[src/rtl/core/assert_macros.svh]
// Assertion macros shared by the prefetch detector RTL.
`ifndef ASSERT_MACROS_SVH
`define ASSERT_MACROS_SVH

// Clocked check, switched off while reset is low.
`define SPD_ASSERT(lbl, clk, rst_n, prop, msg) \
    lbl: assert property (@(posedge clk) disable iff (!rst_n) prop) else $error(msg);

// Clocked check that also holds through reset.
`define SPD_ASSERT_ALWAYS(lbl, clk, prop, msg) \
    lbl: assert property (@(posedge clk) prop) else $error(msg);

`endif

[src/rtl/core/spd_pkg.sv]
// Shared constants, codes and types of the stream prefetch detector.
`timescale 1ns / 1ps
`default_nettype none

package spd_pkg;

    localparam int STREAM_COUNT = 8;
    localparam int LOOKAHEAD    = 4;
    localparam int LINE_BYTES   = 64;
    localparam int PAGE_BYTES   = 4096;
    localparam int ADDR_W       = 48;
    localparam int LIMIT_W      = 49;
    localparam int PDATA_W      = 64;
    localparam int PADDR_W      = 4;

    localparam int IDX_W      = (STREAM_COUNT > 1) ? $clog2(STREAM_COUNT) : 1;
    localparam int AGE_W      = IDX_W;
    localparam int LINE_SHIFT = $clog2(LINE_BYTES);
    localparam int PAGE_SHIFT = $clog2(PAGE_BYTES);
    localparam int SPAN       = LOOKAHEAD * LINE_BYTES;
    localparam int K_W        = $clog2(LOOKAHEAD + 2);
    localparam int BOUND_W    = ADDR_W + 2;
    localparam int QUEUE_DEPTH = 2;
    localparam int QPTR_W      = $clog2(QUEUE_DEPTH);
    localparam int QCNT_W      = $clog2(QUEUE_DEPTH + 1);

    localparam logic [ADDR_W-1:0]  LINE_A   = ADDR_W'(LINE_BYTES);
    localparam logic [ADDR_W:0]    LINE_EXT = (ADDR_W + 1)'(LINE_BYTES);
    localparam logic [BOUND_W-1:0] LINE_B   = BOUND_W'(LINE_BYTES);
    localparam logic [BOUND_W-1:0] SPAN_B   = BOUND_W'(SPAN);
    localparam logic [K_W-1:0]     K_LAST   = K_W'(LOOKAHEAD + 1);
    localparam logic [IDX_W-1:0]   IDX_LAST = IDX_W'(STREAM_COUNT - 1);
    localparam logic [LIMIT_W-1:0] LIMIT_RESET = LIMIT_W'(64'h1_0000_0000);

    // Register index, taken from paddr[3]
    localparam logic REG_MEMORY_LIMIT = 1'b0;

    // Stream confidence codes; the unused code reads as invalid
    localparam logic [1:0] CONF_INVALID  = 2'd0;
    localparam logic [1:0] CONF_TRAINING = 2'd1;
    localparam logic [1:0] CONF_STEADY   = 2'd2;

    // Stream direction codes
    localparam logic [1:0] DIR_UNKNOWN  = 2'd0;
    localparam logic [1:0] DIR_FORWARD  = 2'd1;
    localparam logic [1:0] DIR_BACKWARD = 2'd3;

    typedef logic [ADDR_W-1:0] t_addr;

    typedef enum logic [1:0] {
        FS_IDLE,
        FS_SCAN,
        FS_WAIT
    } t_front_state;

    typedef enum logic {
        BS_IDLE,
        BS_RUN
    } t_back_state;

    // Burst request from the front to the back
    typedef struct packed {
        logic [IDX_W-1:0] idx;
        t_addr            miss;
        t_addr            head;
        logic             fwd;
    } t_cmd;

    // End-of-burst update from the back to the stream table
    typedef struct packed {
        logic             valid;
        logic [IDX_W-1:0] idx;
        t_addr            head;
        logic             demote;
    } t_wb;

endpackage

`default_nettype wire

[src/rtl/core/spd_front.sv]
// Stream table, sequential match search, training and LRU replacement.
`timescale 1ns / 1ps
`default_nettype none

`include "assert_macros.svh"

module spd_front (
    input  logic           i_clk,
    input  logic           i_rst_n,
    input  spd_pkg::t_addr i_miss_address,
    input  logic           i_miss_valid,
    output logic           o_miss_ready,
    output spd_pkg::t_cmd  o_cmd,
    output logic           o_cmd_valid,
    input  logic           i_cmd_ready,
    input  spd_pkg::t_wb   i_wb
);

    spd_pkg::t_front_state r_state, n_state;

    logic [1:0]                 r_conf [spd_pkg::STREAM_COUNT];
    logic [1:0]                 r_dir  [spd_pkg::STREAM_COUNT];
    spd_pkg::t_addr             r_last [spd_pkg::STREAM_COUNT];
    spd_pkg::t_addr             r_head [spd_pkg::STREAM_COUNT];
    logic [spd_pkg::AGE_W-1:0]  r_age  [spd_pkg::STREAM_COUNT];

    spd_pkg::t_addr             r_miss;
    logic [spd_pkg::ADDR_W:0]   r_miss_p;
    logic [spd_pkg::IDX_W-1:0]  r_scan, n_scan;
    logic [spd_pkg::IDX_W-1:0]  r_best, n_best;
    logic [spd_pkg::AGE_W-1:0]  r_best_age, n_best_age;

    logic [1:0]                 ent_conf;
    logic [1:0]                 ent_dir;
    spd_pkg::t_addr             ent_last;
    spd_pkg::t_addr             ent_head;
    logic [spd_pkg::AGE_W-1:0]  ent_age;
    logic [spd_pkg::ADDR_W:0]   last_p;
    logic [spd_pkg::ADDR_W:0    ] head_p;
    logic [spd_pkg::ADDR_W:0]   miss_x;
    logic                       tr_fwd, tr_bwd, st_fwd, st_bwd, hit, training;
    logic [spd_pkg::IDX_W-1:0]  cand_idx;
    logic [spd_pkg::AGE_W-1:0]  cand_age;

    logic                       accept, hit_go, alloc_go, do_touch;
    logic [spd_pkg::IDX_W-1:0]  touch_idx;
    logic [spd_pkg::AGE_W-1:0]  touch_age;

    // Match logic for the entry under the scan pointer
    always_comb begin
        ent_conf = r_conf[r_scan];
        ent_dir  = r_dir[r_scan];
        ent_last = r_last[r_scan];
        ent_head = r_head[r_scan];
        ent_age  = r_age[r_scan];
        last_p   = {1'b0, ent_last} + spd_pkg::LINE_EXT;
        head_p   = {1'b0, ent_head} + spd_pkg::LINE_EXT;
        miss_x   = {1'b0, r_miss};
        training = (ent_conf == spd_pkg::CONF_TRAINING);
        tr_fwd   = training && (last_p == miss_x);
        tr_bwd   = training && (r_miss_p == {1'b0, ent_last});
        st_fwd   = (ent_conf == spd_pkg::CONF_STEADY) && (ent_dir == spd_pkg::DIR_FORWARD)
                   && (miss_x >= last_p) && (miss_x <= head_p);
        st_bwd   = (ent_conf == spd_pkg::CONF_STEADY) && (ent_dir == spd_pkg::DIR_BACKWARD)
                   && ({1'b0, ent_last} >= r_miss_p) && (r_miss_p >= {1'b0, ent_head});
        hit      = tr_fwd || tr_bwd || st_fwd || st_bwd;

        // Running LRU victim: strictly older wins, so ties keep the lower index
        if ((r_scan == '0) || (ent_age > r_best_age)) begin
            cand_idx = r_scan;
            cand_age = ent_age;
        end else begin
            cand_idx = r_best;
            cand_age = r_best_age;
        end

        o_cmd.idx  = r_scan;
        o_cmd.miss = r_miss;
        o_cmd.head = training ? r_miss : ent_head;
        o_cmd.fwd  = tr_fwd || st_fwd;
    end

    always_ff @(posedge i_clk) begin
        if (!i_rst_n) begin
            r_state <= spd_pkg::FS_IDLE;
        end else begin
            r_state <= n_state;
        end
    end

    always_comb begin
        n_state     = r_state;
        n_scan      = r_scan;
        n_best      = r_best;
        n_best_age  = r_best_age;
        o_miss_ready = 1'b0;
        o_cmd_valid = 1'b0;
        accept      = 1'b0;
        hit_go      = 1'b0;
        alloc_go    = 1'b0;
        do_touch    = 1'b0;
        touch_idx   = cand_idx;
        touch_age   = cand_age;
        unique case (r_state)
            spd_pkg::FS_IDLE: begin
                o_miss_ready = 1'b1;
                if (i_miss_valid) begin
                    accept  = 1'b1;
                    n_scan  = '0;
                    n_state = spd_pkg::FS_SCAN;
                end
            end
            spd_pkg::FS_SCAN: begin
                n_best     = cand_idx;
                n_best_age = cand_age;
                if (hit) begin
                    o_cmd_valid = 1'b1;
                    touch_idx   = r_scan;
                    touch_age   = ent_age;
                    if (i_cmd_ready) begin
                        hit_go   = 1'b1;
                        do_touch = 1'b1;
                        n_state  = spd_pkg::FS_WAIT;
                    end
                end else if (r_scan == spd_pkg::IDX_LAST) begin
                    alloc_go = 1'b1;
                    do_touch = 1'b1;
                    n_state  = spd_pkg::FS_IDLE;
                end else begin
                    n_scan = r_scan + 1'b1;
                end
            end
            spd_pkg::FS_WAIT: begin
                if (i_wb.valid) begin
                    n_state = spd_pkg::FS_IDLE;
                end
            end
            default: begin
                n_state = spd_pkg::FS_IDLE;
            end
        endcase
    end

    always_ff @(posedge i_clk) begin
        r_scan     <= n_scan;
        r_best     <= n_best;
        r_best_age <= n_best_age;
        if (accept) begin
            r_miss   <= i_miss_address;
            r_miss_p <= {1'b0, i_miss_address} + spd_pkg::LINE_EXT;
        end
    end

    // Control part of the table: confidence, direction and ages
    always_ff @(posedge i_clk) begin
        if (!i_rst_n) begin
            for (int j = 0; j < spd_pkg::STREAM_COUNT; j++) begin
                r_conf[j] <= spd_pkg::CONF_INVALID;
                r_dir[j]  <= spd_pkg::DIR_UNKNOWN;
                r_age[j]  <= spd_pkg::AGE_W'(spd_pkg::STREAM_COUNT - 1 - j);
            end
        end else begin
            if (do_touch) begin
                for (int j = 0; j < spd_pkg::STREAM_COUNT; j++) begin
                    if (spd_pkg::IDX_W'(j) == touch_idx) begin
                        r_age[j] <= '0;
                    end else if (r_age[j] < touch_age) begin
                        r_age[j] <= r_age[j] + 1'b1;
                    end
                end
            end
            if (hit_go && training) begin
                r_conf[r_scan] <= spd_pkg::CONF_STEADY;
                r_dir[r_scan]  <= tr_fwd ? spd_pkg::DIR_FORWARD : spd_pkg::DIR_BACKWARD;
            end
            if (alloc_go) begin
                r_conf[cand_idx] <= spd_pkg::CONF_TRAINING;
                r_dir[cand_idx]  <= spd_pkg::DIR_UNKNOWN;
            end
            if (i_wb.valid && i_wb.demote) begin
                r_conf[i_wb.idx] <= spd_pkg::CONF_TRAINING;
                r_dir[i_wb.idx]  <= spd_pkg::DIR_UNKNOWN;
            end
        end
    end

    // Line addresses are only read once their entry has been allocated
    always_ff @(posedge i_clk) begin
        if (hit_go) begin
            r_last[r_scan] <= r_miss;
            if (training) begin
                r_head[r_scan] <= r_miss;
            end
        end
        if (alloc_go) begin
            r_last[cand_idx] <= r_miss;
            r_head[cand_idx] <= r_miss;
        end
        if (i_wb.valid) begin
            r_head[i_wb.idx] <= i_wb.head;
        end
    end

    `SPD_ASSERT(a_wb_only_when_waiting, i_clk, i_rst_n, i_wb.valid |-> (r_state == spd_pkg::FS_WAIT), "burst update outside wait state")

endmodule

`default_nettype wire

[src/rtl/core/spd_cmd_queue.sv]
// Two-entry request queue between the stream table and the burst engine.
`timescale 1ns / 1ps
`default_nettype none

`include "assert_macros.svh"

module spd_cmd_queue (
    input  logic          i_clk,
    input  logic          i_rst_n,
    input  spd_pkg::t_cmd i_push_data,
    input  logic          i_push_valid,
    output logic          o_push_ready,
    output spd_pkg::t_cmd o_pop_data,
    output logic          o_pop_valid,
    input  logic          i_pop_ready
);

    spd_pkg::t_cmd              r_mem [spd_pkg::QUEUE_DEPTH];
    logic [spd_pkg::QPTR_W-1:0] r_wr_ptr;
    logic [spd_pkg::QPTR_W-1:0] r_rd_ptr;
    logic [spd_pkg::QCNT_W-1:0] r_count;
    logic                       push_go, pop_go;

    assign o_push_ready = (r_count != spd_pkg::QCNT_W'(spd_pkg::QUEUE_DEPTH));
    assign o_pop_valid  = (r_count != '0);
    assign o_pop_data   = r_mem[r_rd_ptr];
    assign push_go      = i_push_valid && o_push_ready;
    assign pop_go       = o_pop_valid && i_pop_ready;

    always_ff @(posedge i_clk) begin
        if (!i_rst_n) begin
            r_wr_ptr <= '0;
            r_rd_ptr <= '0;
            r_count  <= '0;
        end else begin
            if (push_go) begin
                r_wr_ptr <= r_wr_ptr + 1'b1;
            end
            if (pop_go) begin
                r_rd_ptr <= r_rd_ptr + 1'b1;
            end
            if (push_go && !pop_go) begin
                r_count <= r_count + 1'b1;
            end else if (pop_go && !push_go) begin
                r_count <= r_count - 1'b1;
            end
        end
    end

    always_ff @(posedge i_clk) begin
        if (push_go) begin
            r_mem[r_wr_ptr] <= i_push_data;
        end
    end

    `SPD_ASSERT(a_count_in_range, i_clk, i_rst_n, r_count <= spd_pkg::QCNT_W'(spd_pkg::QUEUE_DEPTH), "queue count out of range")

endmodule

`default_nettype wire

[src/rtl/core/spd_back.sv]
// Burst engine: steps the prefetch head one line a cycle while the prefetch output is not stalled, and drives results.
`timescale 1ns / 1ps
`default_nettype none

`include "assert_macros.svh"

module spd_back (
    input  logic                          i_clk,
    input  logic                          i_rst_n,
    input  spd_pkg::t_cmd                 i_cmd,
    input  logic                          i_cmd_valid,
    output logic                          o_cmd_ready,
    input  logic [spd_pkg::LIMIT_W-1:0]   i_memory_limit,
    output spd_pkg::t_wb                  o_wb,
    output spd_pkg::t_addr                o_prefetch_address,
    output logic                          o_burst_last,
    output logic                          o_prefetch_valid,
    input  logic                          i_prefetch_ready
);

    spd_pkg::t_back_state r_state, n_state;

    spd_pkg::t_addr                     r_head;
    logic signed [spd_pkg::BOUND_W-1:0] r_bound;
    logic signed [spd_pkg::BOUND_W-1:0] r_lim_line;
    logic                               r_fwd;
    logic [spd_pkg::IDX_W-1:0]          r_idx;
    logic [spd_pkg::K_W-1:0]            r_k;
    logic                               r_pend_valid;
    spd_pkg::t_addr                     r_pend_addr;
    logic                               r_out_valid;
    spd_pkg::t_addr                     r_out_addr;
    logic                               r_out_last;

    logic signed [spd_pkg::BOUND_W-1:0] head_s;
    logic signed [spd_pkg::BOUND_W-1:0] miss_s;
    logic [spd_pkg::ADDR_W:0]           next_ext;
    logic                               out_free;
    logic                               span_break, page_edge, too_low, too_high;
    logic                               blocked, burst_full, stop;
    logic                               load, step, move_pend;

    always_comb begin
        head_s     = $signed({2'b00, r_head});
        miss_s     = $signed({2'b00, i_cmd.miss});
        next_ext   = r_fwd ? ({1'b0, r_head} + spd_pkg::LINE_EXT)
                           : {1'b0, r_head - spd_pkg::LINE_A};
        out_free   = !r_out_valid || i_prefetch_ready;
        burst_full = (r_k == spd_pkg::K_LAST);
        span_break = r_fwd ? (head_s >= r_bound) : (head_s <= r_bound);
        // Head on the last (or first) line of its page: the next line leaves it
        page_edge  = r_fwd ? (&r_head[spd_pkg::PAGE_SHIFT-1:spd_pkg::LINE_SHIFT])
                           : (~|r_head[spd_pkg::PAGE_SHIFT-1:spd_pkg::LINE_SHIFT]);
        too_low    = !r_fwd && (~|r_head[spd_pkg::ADDR_W-1:spd_pkg::LINE_SHIFT+1]);
        too_high   = ($signed({1'b0, next_ext}) > r_lim_line);
        blocked    = page_edge || too_low || too_high;
        stop       = burst_full || span_break || blocked;
    end

    always_ff @(posedge i_clk) begin
        if (!i_rst_n) begin
            r_state <= spd_pkg::BS_IDLE;
        end else begin
            r_state <= n_state;
        end
    end

    always_comb begin
        n_state     = r_state;
        o_cmd_ready = 1'b0;
        load        = 1'b0;
        step        = 1'b0;
        move_pend   = 1'b0;
        o_wb.valid  = 1'b0;
        o_wb.idx    = r_idx;
        o_wb.head   = r_head;
        o_wb.demote = !burst_full && !span_break && blocked;
        unique case (r_state)
            spd_pkg::BS_IDLE: begin
                o_cmd_ready = 1'b1;
                if (i_cmd_valid) begin
                    load    = 1'b1;
                    n_state = spd_pkg::BS_RUN;
                end
            end
            spd_pkg::BS_RUN: begin
                if (out_free) begin
                    move_pend = r_pend_valid;
                    if (stop) begin
                        o_wb.valid = 1'b1;
                        n_state    = spd_pkg::BS_IDLE;
                    end else begin
                        step = 1'b1;
                    end
                end
            end
            default: begin
                n_state = spd_pkg::BS_IDLE;
            end
        endcase
    end

    always_ff @(posedge i_clk) begin
        if (!i_rst_n) begin
            r_pend_valid <= 1'b0;
            r_out_valid  <= 1'b0;
        end else begin
            if (load || o_wb.valid) begin
                r_pend_valid <= 1'b0;
            end else if (step) begin
                r_pend_valid <= 1'b1;
            end
            if (move_pend) begin
                r_out_valid <= 1'b1;
            end else if (i_prefetch_ready) begin
                r_out_valid <= 1'b0;
            end
        end
    end

    always_ff @(posedge i_clk) begin
        // The user must change the limit only while idle (not enforced by the block); a registered copy is then safe
        r_lim_line <= $signed({1'b0, i_memory_limit}) - $signed(spd_pkg::LINE_B);
        if (load) begin
            r_head  <= i_cmd.head;
            r_fwd   <= i_cmd.fwd;
            r_idx   <= i_cmd.idx;
            r_k     <= '0;
            r_bound <= i_cmd.fwd ? (miss_s + $signed(spd_pkg::SPAN_B))
                                 : (miss_s - $signed(spd_pkg::SPAN_B));
        end else if (step) begin
            r_head      <= next_ext[spd_pkg::ADDR_W-1:0];
            r_pend_addr <= next_ext[spd_pkg::ADDR_W-1:0];
            r_k         <= r_k + 1'b1;
        end
        if (move_pend) begin
            r_out_addr <= r_pend_addr;
            r_out_last <= stop;
        end
    end

    assign o_prefetch_address = r_out_addr;
    assign o_burst_last       = r_out_last;
    assign o_prefetch_valid   = r_out_valid;

    `SPD_ASSERT(a_k_bounded, i_clk, i_rst_n, r_k <= spd_pkg::K_LAST || r_state == spd_pkg::BS_IDLE, "burst step count overrun")
    `SPD_ASSERT(a_wb_clears_pend, i_clk, i_rst_n, o_wb.valid |=> !r_pend_valid, "pending prefetch left after burst end")
    `SPD_ASSERT_ALWAYS(a_no_out_in_reset, i_clk, !i_rst_n |=> !r_out_valid, "result valid straight after reset")

endmodule

`default_nettype wire

[src/rtl/core/stream_prefetch_detector.sv]
// Top level of the unit-stride stream prefetch detector.
//
//  port group         dir  handshake                    carries
//  miss request       in   i_miss_valid/o_miss_ready     i_miss_address
//  prefetch request   out  o_prefetch_valid/i_..._ready  o_prefetch_address, o_burst_last
//  register port      in   psel/penable/pwrite, pready   memory_limit at paddr 0
//
//  A miss request that hits goes through an accept step, a search of S (1..8) table
//  entries one a cycle, a burst load, B (0..5) prefetch steps and a close.
//  A miss request that matches no stream is accepted, then all eight entries are searched.
//  After a hit, the next miss is taken once the burst engine has written its head back to the table.
//  Synchronous reset marks all stream table entries invalid and presets the ages; no clearing pass.
//  A stalled prefetch output holds the burst engine; the table waits for it in turn.
`timescale 1ns / 1ps
`default_nettype none

module stream_prefetch_detector (
    input  logic                          i_clk,
    input  logic                          i_rst_n,
    input  logic [spd_pkg::ADDR_W-1:0]    i_miss_address,
    input  logic                          i_miss_valid,
    output logic                          o_miss_ready,
    output logic [spd_pkg::ADDR_W-1:0]    o_prefetch_address,
    output logic                          o_burst_last,
    output logic                          o_prefetch_valid,
    input  logic                          i_prefetch_ready,
    input  logic                          psel,
    input  logic                          penable,
    input  logic                          pwrite,
    input  logic [spd_pkg::PADDR_W-1:0]   paddr,
    input  logic [spd_pkg::PDATA_W-1:0]   pwdata,
    output logic [spd_pkg::PDATA_W-1:0]   prdata,
    output logic                          pready
);

    logic [spd_pkg::LIMIT_W-1:0] r_memory_limit;
    logic                        reg_hit;

    spd_pkg::t_cmd front_cmd;
    logic          front_cmd_valid;
    logic          queue_push_ready;
    spd_pkg::t_cmd queue_cmd;
    logic          queue_cmd_valid;
    logic          back_cmd_ready;
    spd_pkg::t_wb  back_wb;

    // Registers sit on 8-byte slots; only the slot bit selects
    assign reg_hit = (paddr[spd_pkg::PADDR_W-1] == spd_pkg::REG_MEMORY_LIMIT);
    assign pready  = 1'b1;
    assign prdata  = reg_hit ? {{(spd_pkg::PDATA_W - spd_pkg::LIMIT_W){1'b0}}, r_memory_limit}
                             : '0;

    always_ff @(posedge i_clk) begin
        if (!i_rst_n) begin
            r_memory_limit <= spd_pkg::LIMIT_RESET;
        end else if (psel && penable && pwrite && reg_hit) begin
            r_memory_limit <= pwdata[spd_pkg::LIMIT_W-1:0];
        end
    end

    spd_front u_front (
        .i_clk          (i_clk),
        .i_rst_n        (i_rst_n),
        .i_miss_address (i_miss_address),
        .i_miss_valid   (i_miss_valid),
        .o_miss_ready   (o_miss_ready),
        .o_cmd          (front_cmd),
        .o_cmd_valid    (front_cmd_valid),
        .i_cmd_ready    (queue_push_ready),
        .i_wb           (back_wb)
    );

    spd_cmd_queue u_queue (
        .i_clk        (i_clk),
        .i_rst_n      (i_rst_n),
        .i_push_data  (front_cmd),
        .i_push_valid (front_cmd_valid),
        .o_push_ready (queue_push_ready),
        .o_pop_data   (queue_cmd),
        .o_pop_valid  (queue_cmd_valid),
        .i_pop_ready  (back_cmd_ready)
    );

    spd_back u_back (
        .i_clk              (i_clk),
        .i_rst_n            (i_rst_n),
        .i_cmd              (queue_cmd),
        .i_cmd_valid        (queue_cmd_valid),
        .o_cmd_ready        (back_cmd_ready),
        .i_memory_limit     (r_memory_limit),
        .o_wb               (back_wb),
        .o_prefetch_address (o_prefetch_address),
        .o_burst_last       (o_burst_last),
        .o_prefetch_valid   (o_prefetch_valid),
        .i_prefetch_ready   (i_prefetch_ready)
    );

endmodule

`default_nettype wire

[config.mk]
export PLATFORM = sky130hd
export DESIGN_NAME = stream_prefetch_detector
export DESIGN_NICKNAME = d
export VERILOG_FILES = /design/src/rtl/core/spd_pkg.sv /design/src/rtl/core/spd_front.sv /design/src/rtl/core/spd_cmd_queue.sv /design/src/rtl/core/spd_back.sv /design/src/rtl/core/stream_prefetch_detector.sv
export VERILOG_INCLUDE_DIRS = /design/src /design/src/rtl/core
export SDC_FILE = /design/constraint.sdc
export NUM_CORES = 2
export LEC_CHECK = 0
export BUFFER_PORTS_ARGS = -buffer_cell sky130_fd_sc_hd__buf_2
export CORE_UTILIZATION = 25
export DETAILED_ROUTE_END_ITERATION = 6
export GPL_TIMING_DRIVEN = 0
export PLACE_DENSITY_LB_ADDON = 0.05
export SYNTH_ARGS = -nofsm -noshare
export SYNTH_HDL_FRONTEND = slang
export SYNTH_SLANG_ARGS = --single-unit
[constraint.sdc]
create_clock -name i_clk -period 38.5 [get_ports i_clk]
set_input_delay 1.925 -clock i_clk [delete_from_list [all_inputs] [get_ports i_clk]]
set_output_delay 1.925 -clock i_clk [all_outputs]
set_load 0.02 [all_outputs]
# Word level (Yosys, flattened, before mapping)
# Memory sizes are Yosys's and may differ from the RTL's. A register that Yosys moved wholly into a read port is not among the register bits.
# Cells that the tools add are included.
[word_totals] n_memories=6 elab_cells=366 output_inout_bits=116 register_bits=416 mem_bits_rw=1024 inputBits=123
[memory_table] memory="u_front.r_head" depth=8 word_bits=48 read_ports=1 rd_clocked_by_memory_dff=1 write_ports=2 line_no="spd_front.sv:24" text="spd_pkg::t_addr r_head [spd_pkg::STREAM_COUNT];"
[memory_table] memory="u_front.r_last" depth=8 word_bits=48 read_ports=1 rd_clocked_by_memory_dff=1 write_ports=1 line_no="spd_front.sv:23" text="spd_pkg::t_addr r_last [spd_pkg::STREAM_COUNT];"
[memory_table] memory="u_queue.r_mem" depth=2 word_bits=100 read_ports=1 rd_clocked_by_memory_dff=1 write_ports=1 line_no="spd_cmd_queue.sv:18" text="spd_pkg::t_cmd r_mem [spd_pkg::QUEUE_DEPTH];"
[memory_table] memory="u_front.r_age" depth=8 word_bits=3 read_ports=9 rd_clocked_by_memory_dff=1 write_ports=8 line_no="spd_front.sv:25" text="logic [spd_pkg::AGE_W-1:0] r_age [spd_pkg::STREAM_COUNT];"
[memory_table] memory="u_front.r_conf" depth=8 word_bits=2 read_ports=1 rd_clocked_by_memory_dff=1 write_ports=8 line_no="spd_front.sv:21" text="logic [1:0] r_conf [spd_pkg::STREAM_COUNT];"
[memory_table] memory="u_front.r_dir" depth=8 word_bits=2 read_ports=1 rd_clocked_by_memory_dff=1 write_ports=8 line_no="spd_front.sv:22" text="logic [1:0] r_dir [spd_pkg::STREAM_COUNT];"
[classes] bitwise_logic=20 n_addsub=22 reduce_logical=62 mux=194 n_lt_le_gt_ge=16 eq_ne=24
[op_table] cell="48-bit two-way mux" count=5
[op_table] cell="48-bit by 7-bit adder with 49-bit output (second input constant)" count=4
[op_table] cell="1-bit two-way mux" count=131
[op_table] cell="3-bit two-way mux" count=38
[op_table] cell="49-bit by 48-bit equality test with 1-bit output" count=2
[op_table] cell="48-bit by 49-bit greater-or-equal comparator with 1-bit output" count=2
[op_table] cell="49-bit two-way mux" count=2
[op_table] cell="48-bit OR reduction" count=2
[op_table] cell="49-bit by 50-bit greater-or-equal comparator with 1-bit output" count=1
[op_table] cell="50-bit > comparator" count=1
[op_table] cell="49-bit by 50-bit <= comparator with 1-bit output" count=1
[op_table] cell="50-bit two-way mux" count=1
[op_table] cell="49-bit by 7-bit subtractor with 50-bit output (second input constant)" count=1
[op_table] cell="48-bit by 9-bit adder with 49-bit output (second input constant)" count=1
[op_table] cell="49-bit by 48-bit greater-or-equal comparator with 1-bit output" count=1
[op_table] cell="48-bit by 49-bit <= comparator with 1-bit output" count=1
[op_table] cell="48-bit by 9-bit subtractor with 49-bit output (second input constant)" count=1
[op_table] cell="48-bit by 7-bit subtractor with 48-bit output (second input constant)" count=1
[op_table] cell="41-bit OR reduction" count=1
[op_table] cell="3-bit by 1-bit adder with 3-bit output (second input constant)" count=10
[op_table] cell="2-bit two-way mux" count=14
[op_table] cell="3-bit < comparator" count=8
[op_table] cell="1-bit logical AND" count=20
[op_table] cell="1-bit OR" count=16
[op_table] cell="28 further kinds" count=73

# Logic depth before layout (Yosys ltp)
[logic_depth] depth_word=15 depth_mapped=38 ltp_nobuf=28

# By module
# From an unflattened synthesis, not the netlist that was laid out.
[unflattened] hier_cells=5222 hier_area_um2=71757.6
[by_module_without_submodules] mod="spd_front" area_per_inst_um2=48081.1 seq_area_each_um2=27366.2 n_inst=1 cells_per_inst=3298
[by_module_without_submodules] mod="spd_back" area_per_inst_um2=13813.2 seq_area_each_um2=7096.8 n_inst=1 cells_per_inst=1303
[by_module_without_submodules] mod="spd_cmd_queue" area_per_inst_um2=7454.6 seq_area_each_um2=6105.9 n_inst=1 cells_per_inst=335
[by_module_without_submodules] mod="stream_prefetch_detector" area_per_inst_um2=2408.6 seq_area_each_um2=980.9 n_inst=1 cells_per_inst=286

# Least setup slack after synthesis
# OpenSTA, ideal clock, no wires.
[synth_path] path_kind="register to register" from="register with a tool-made name" to="memory u_queue.r_mem[0][0] in the netlist's numbering, enable pin" required_ns=37.819 stages_incl_launch_ff=32 arrival_ns=13.114 setup_slack_ns=24.705 setup_ns=0.681 path_buffers=9 period_less_slack_ns=13.795 cell_sequence="dfxtp_1 buf_4 buf_2 buf_2 buf_2 buf_2 buf_1 buf_1 mux2_2 ha_1 nand4_1 nand2_1 nand4_2 nand2b_1 or2_2 inv_1 nand3_1 nor3b_1 nand3_1 nor3_1 xnor2_1 ha_1 nand3_1 nor4_1 nand4_1 a41o_1 o41ai_2 and2_4 o211ai_4 buf_8 buf_2 nor3_1"
[synth_lines] item="to (decl)" line_no="spd_cmd_queue.sv:18"

==> results by group <==
Timing
  • Min Tclk post-route: around 15 ns
  • Max-slew violation count: 8
  • Setup TNS: 0 ns
  • Fmax: 0.0674 GHz
  • Max-slew headroom: -10.3%
  • Unrepaired setup endpoints after global routing: false
  • Worst Skew: about 0.063 ns
  • Hold Slack: between 0.3 and 0.4 ns
  • Tcrit/Tclk final: 38.5%
  • Final hold violation count: 0
  • Worst Max-Slew Pin Slew: 1.65 ns
  • Fin worst setup slack: between 20 and 25 ns
  • Final setup vio count: 0

Power and ir drop
  • VDD IR max: 0.0489 mV
  • Tot Pwr: around 5.2 mW
  • Pwr dens: around 60 nW/um2
  • P_leak: around 29 nW

Placement
  • Final Wtd Congestion: 0.854
  • Placed instance area: around 79000 um2
  • Post-detail-place hpwl: 216000 um
  • Dpl ws: 23.67 ns
  • # port buffers: 204
  • Placed cell count: 9191

Floorplanning
  • Core box area: 283000 um2
  • Ports: 239
  • Die W: 536 um
  • Die Y-Extent: between 500 and 600 um
  • Die footprint: 288000 um2
  • Initial Util: around 25%
  • Core Rows: 195

Finish
  • Share of cells above drive strength 1: 22.8%
  • Commonest non-fill, non-tap cell in the layout: edfxtp_1
  • Finished Cell Area: 84500 um2
  • Area Growth Syn to Fin: 18.4%
  • Final core occ: 29.9%
  • Final Net Count: 6070
  • Fill cells: ~29000
  • Finished Layout Cells: 9546
  • Commonest cells after routing, fill and taps aside: edfxtp_1, mux2_2, nand2_1

Synth
  • Distinct cells, synth: 103
  • Cell area after synthesis: a little over 70000 um2
  • Cell count after synthesis: 5156
  • Count of state elements after synthesis: ~1400
  • Syn avg cell area: 13.8 um2
  • Part of the Yosys area used for sequential elements: 58.2%
  • Warnings, synthesis: 0
  • Main flop type after synthesis: edfxtp_1
  • Post-synth EDFFs: ~1300
  • Post-synth ARST share: 0%

Run
  • Max Cap Violations: 3

Worst setup path
  • WS Path Type: reg -> reg
  • CP required: 39.09 ns
  • Crit-path max cell delay: 1.13 ns
  • Element type at the critical path end: flip-flop
  • Worst reg2reg path depth: 35
  • Maximum fanout along the worst path: 17
  • Worst EP arrival: 15.43 ns
  • Crit path depth: 35
  • Most common cell on crit path: buf_2
  • Slowest CP cell: a22oi_1
  • Crit-path leading delay family: buffers and inverters
  • Crit path buf inv count: 13
  • Startpoint class of the critical path: flip-flop

Detailed routing
  • WL per Instance: 30.3 um
  • Number of DRC markers in iteration 0: 4540
  • DRT Pass-1 Iters: 5
  • Detailed-route via count: 46200
  • Post-DRT Antenna Nets: 0
  • Total routed wirelength: 289000 um
  • Via density: a little under 5
  • Drc violations: 0

CTS
  • CTS tree: built
  • Clock sinks: 1430
  • Inserted Clock Buffers: 183
  • Root buf cell: clkbuf_16
  • Worst-path clk slew: 0.06 ns
  • # Post-CTS Setup Buffers: 0
  • CTS H-Tree Depth: 4
  • Worst-Skew Late Latency: just under 0.9 ns
  • Clock buffer depth: 4
  • Resize count post-CTS: 0
  • Hold buffer count at cts: 0

GRT
  • Vias in the first global route: 45900
  • Initial antenna violation count: 32
  • First-pass GRT wire length: 394000 um
  • Largest net degree at the start of global routing: 70
  • All-Layer GR Usage: between 10% and 20%
  • Grt ovf: 0

Worst hold path
  • Hold Path Stages: 0
  • Type of the tightest min-delay check: reg -> reg

Outcome
  • Status: finished, violations left
  • Failing checks: capacitance limit, slew limit
-- final timing paths --
kind	start	endpoint	slack, ns
worst max-delay path	flip-flop	u_front.r_head[4][7]	23.66
worst min-delay path	r_memory_limit[1]	u_back.r_lim_line[1]	0.37
worst max register to register	flip-flop	u_front.r_head[4][7]	23.66
worst min register to register	r_memory_limit[1]	u_back.r_lim_line[1]	0.37
-- registers in the layout (all words and copies together) (netlist names), 49 cells and up, named ones only --
| signal | cells |
|---|---|
| r_memory_limit | 49 |
| u_back.r_bound | 50 |
| u_back.r_lim_line | 50 |
| u_front.r_head | 384 |
| u_front.r_last | 384 |
| u_front.r_miss_p | 49 |
| u_queue.r_mem | 200 |
-- worst register-to-register path, delay by kind of cell (launching register included) --
kind / cells / cell delay, ns
compound gates: 8 / 4.57
xor+xnor: 1 / 0.19
fa+ha+maj: 2 / 0.52
buf+inv: 13 / 5.28
flops: 1 / 0.45
mux: 1 / 0.26
simple gates: 10 / 3.30
-- power breakdown --
part / switching (mW) / total [mW] / internal, mW
clock: 0.717 / 1.66 / 0.947
combinational: 1.00 / 1.49 / 0.489
sequential: 0.118 / 2.00 / 1.88
-- synth_stat cells, drive strengths merged (8+ instances only) --
cell	n	area share, %
nor2b	78	0.68
a221oi	8	0.098
o31ai	15	0.16
xnor2	146	1.8
a211oi	15	0.16
mux2i	181	2.6
or2	21	0.18
o22ai	22	0.20
o211a	9	0.13
and3	26	0.23
nand2	423	2.2
or4	15	0.16
a21o	56	0.59
a21oi	171	1.2
edfxtp	1291	54
o21bai	8	0.084
o21a	17	0.18
ha	309	5.4
and4	16	0.20
nor4	43	0.42
mux2	440	6.9
inv	228	1.2
o211ai	15	0.18
nor3b	10	0.11
xor2	99	1.2
a22oi	9	0.095
clkbuf	136	0.72
nand3	89	0.62
a311oi	10	0.12
dfxtp	139	3.9
and2	24	0.21
a31oi	35	0.31
buf	116	1.2
mux4	203	6.5
nor3	93	0.66
nand4b	11	0.13
nor2	209	1.1
nand4	79	0.70
nand2b	35	0.31
o21ai	177	1.3
or3	27	0.24
nand3b	17	0.18
-- logic make-up (layout without fill, tap and decap cells) --
| group | count (synthesis) | count (layout) | share of synthesized area (%) |
|---|---|---|---|
| xor gates and xnor gates | 245 | 245 | 3.01 |
| DFF | 1430 | 1430 | 58.2 |
| buffers and inverters | 483 | 1096 | 3.12 |
| adders and majority gates | 311 | 311 | 5.45 |
| other | 2 | 36 | 0.0105 |
| and+or+nand+nor | 1227 | 1227 | 8.52 |
| muxes | 824 | 824 | 16.0 |
| AOI/OAI and AO/OA | 634 | 634 | 5.66 |
-- metal layers --
| metal | vias to the layer above | track usage, % | share of wire (%) |
|---|---|---|---|
| li1 | 20700 | - | - |
| met1 | 24000 | 29.0 | 48 |
| met2 | 1171 | 30.9 | 45 |
| met3 | 283 | 2.69 | 4.8 |
| met4 | 0 | 4.54 | 2.2 |
| met5 | - | 0 | 0 |
-- layout make-up --
cell class / count / area [um2] / area share (%)
Sequential cell: 1430 / 41500 / 49.2
Inverter: 231 / 882 / 1.04
Multi-Input combinational cell: 3257 / 27800 / 32.9
Tap cell: 3743 / 4680 / 5.54
Clock inverter: 95 / 817 / 0.967
Timing Repair Buffer: 283 / 2520 / 2.98
Buffer: 252 / 1370 / 1.62
Clock buffer: 235 / 4790 / 5.67
Antenna cell: 20 / 50.0 / 0.0592
(Power assumes the default switching activity.)
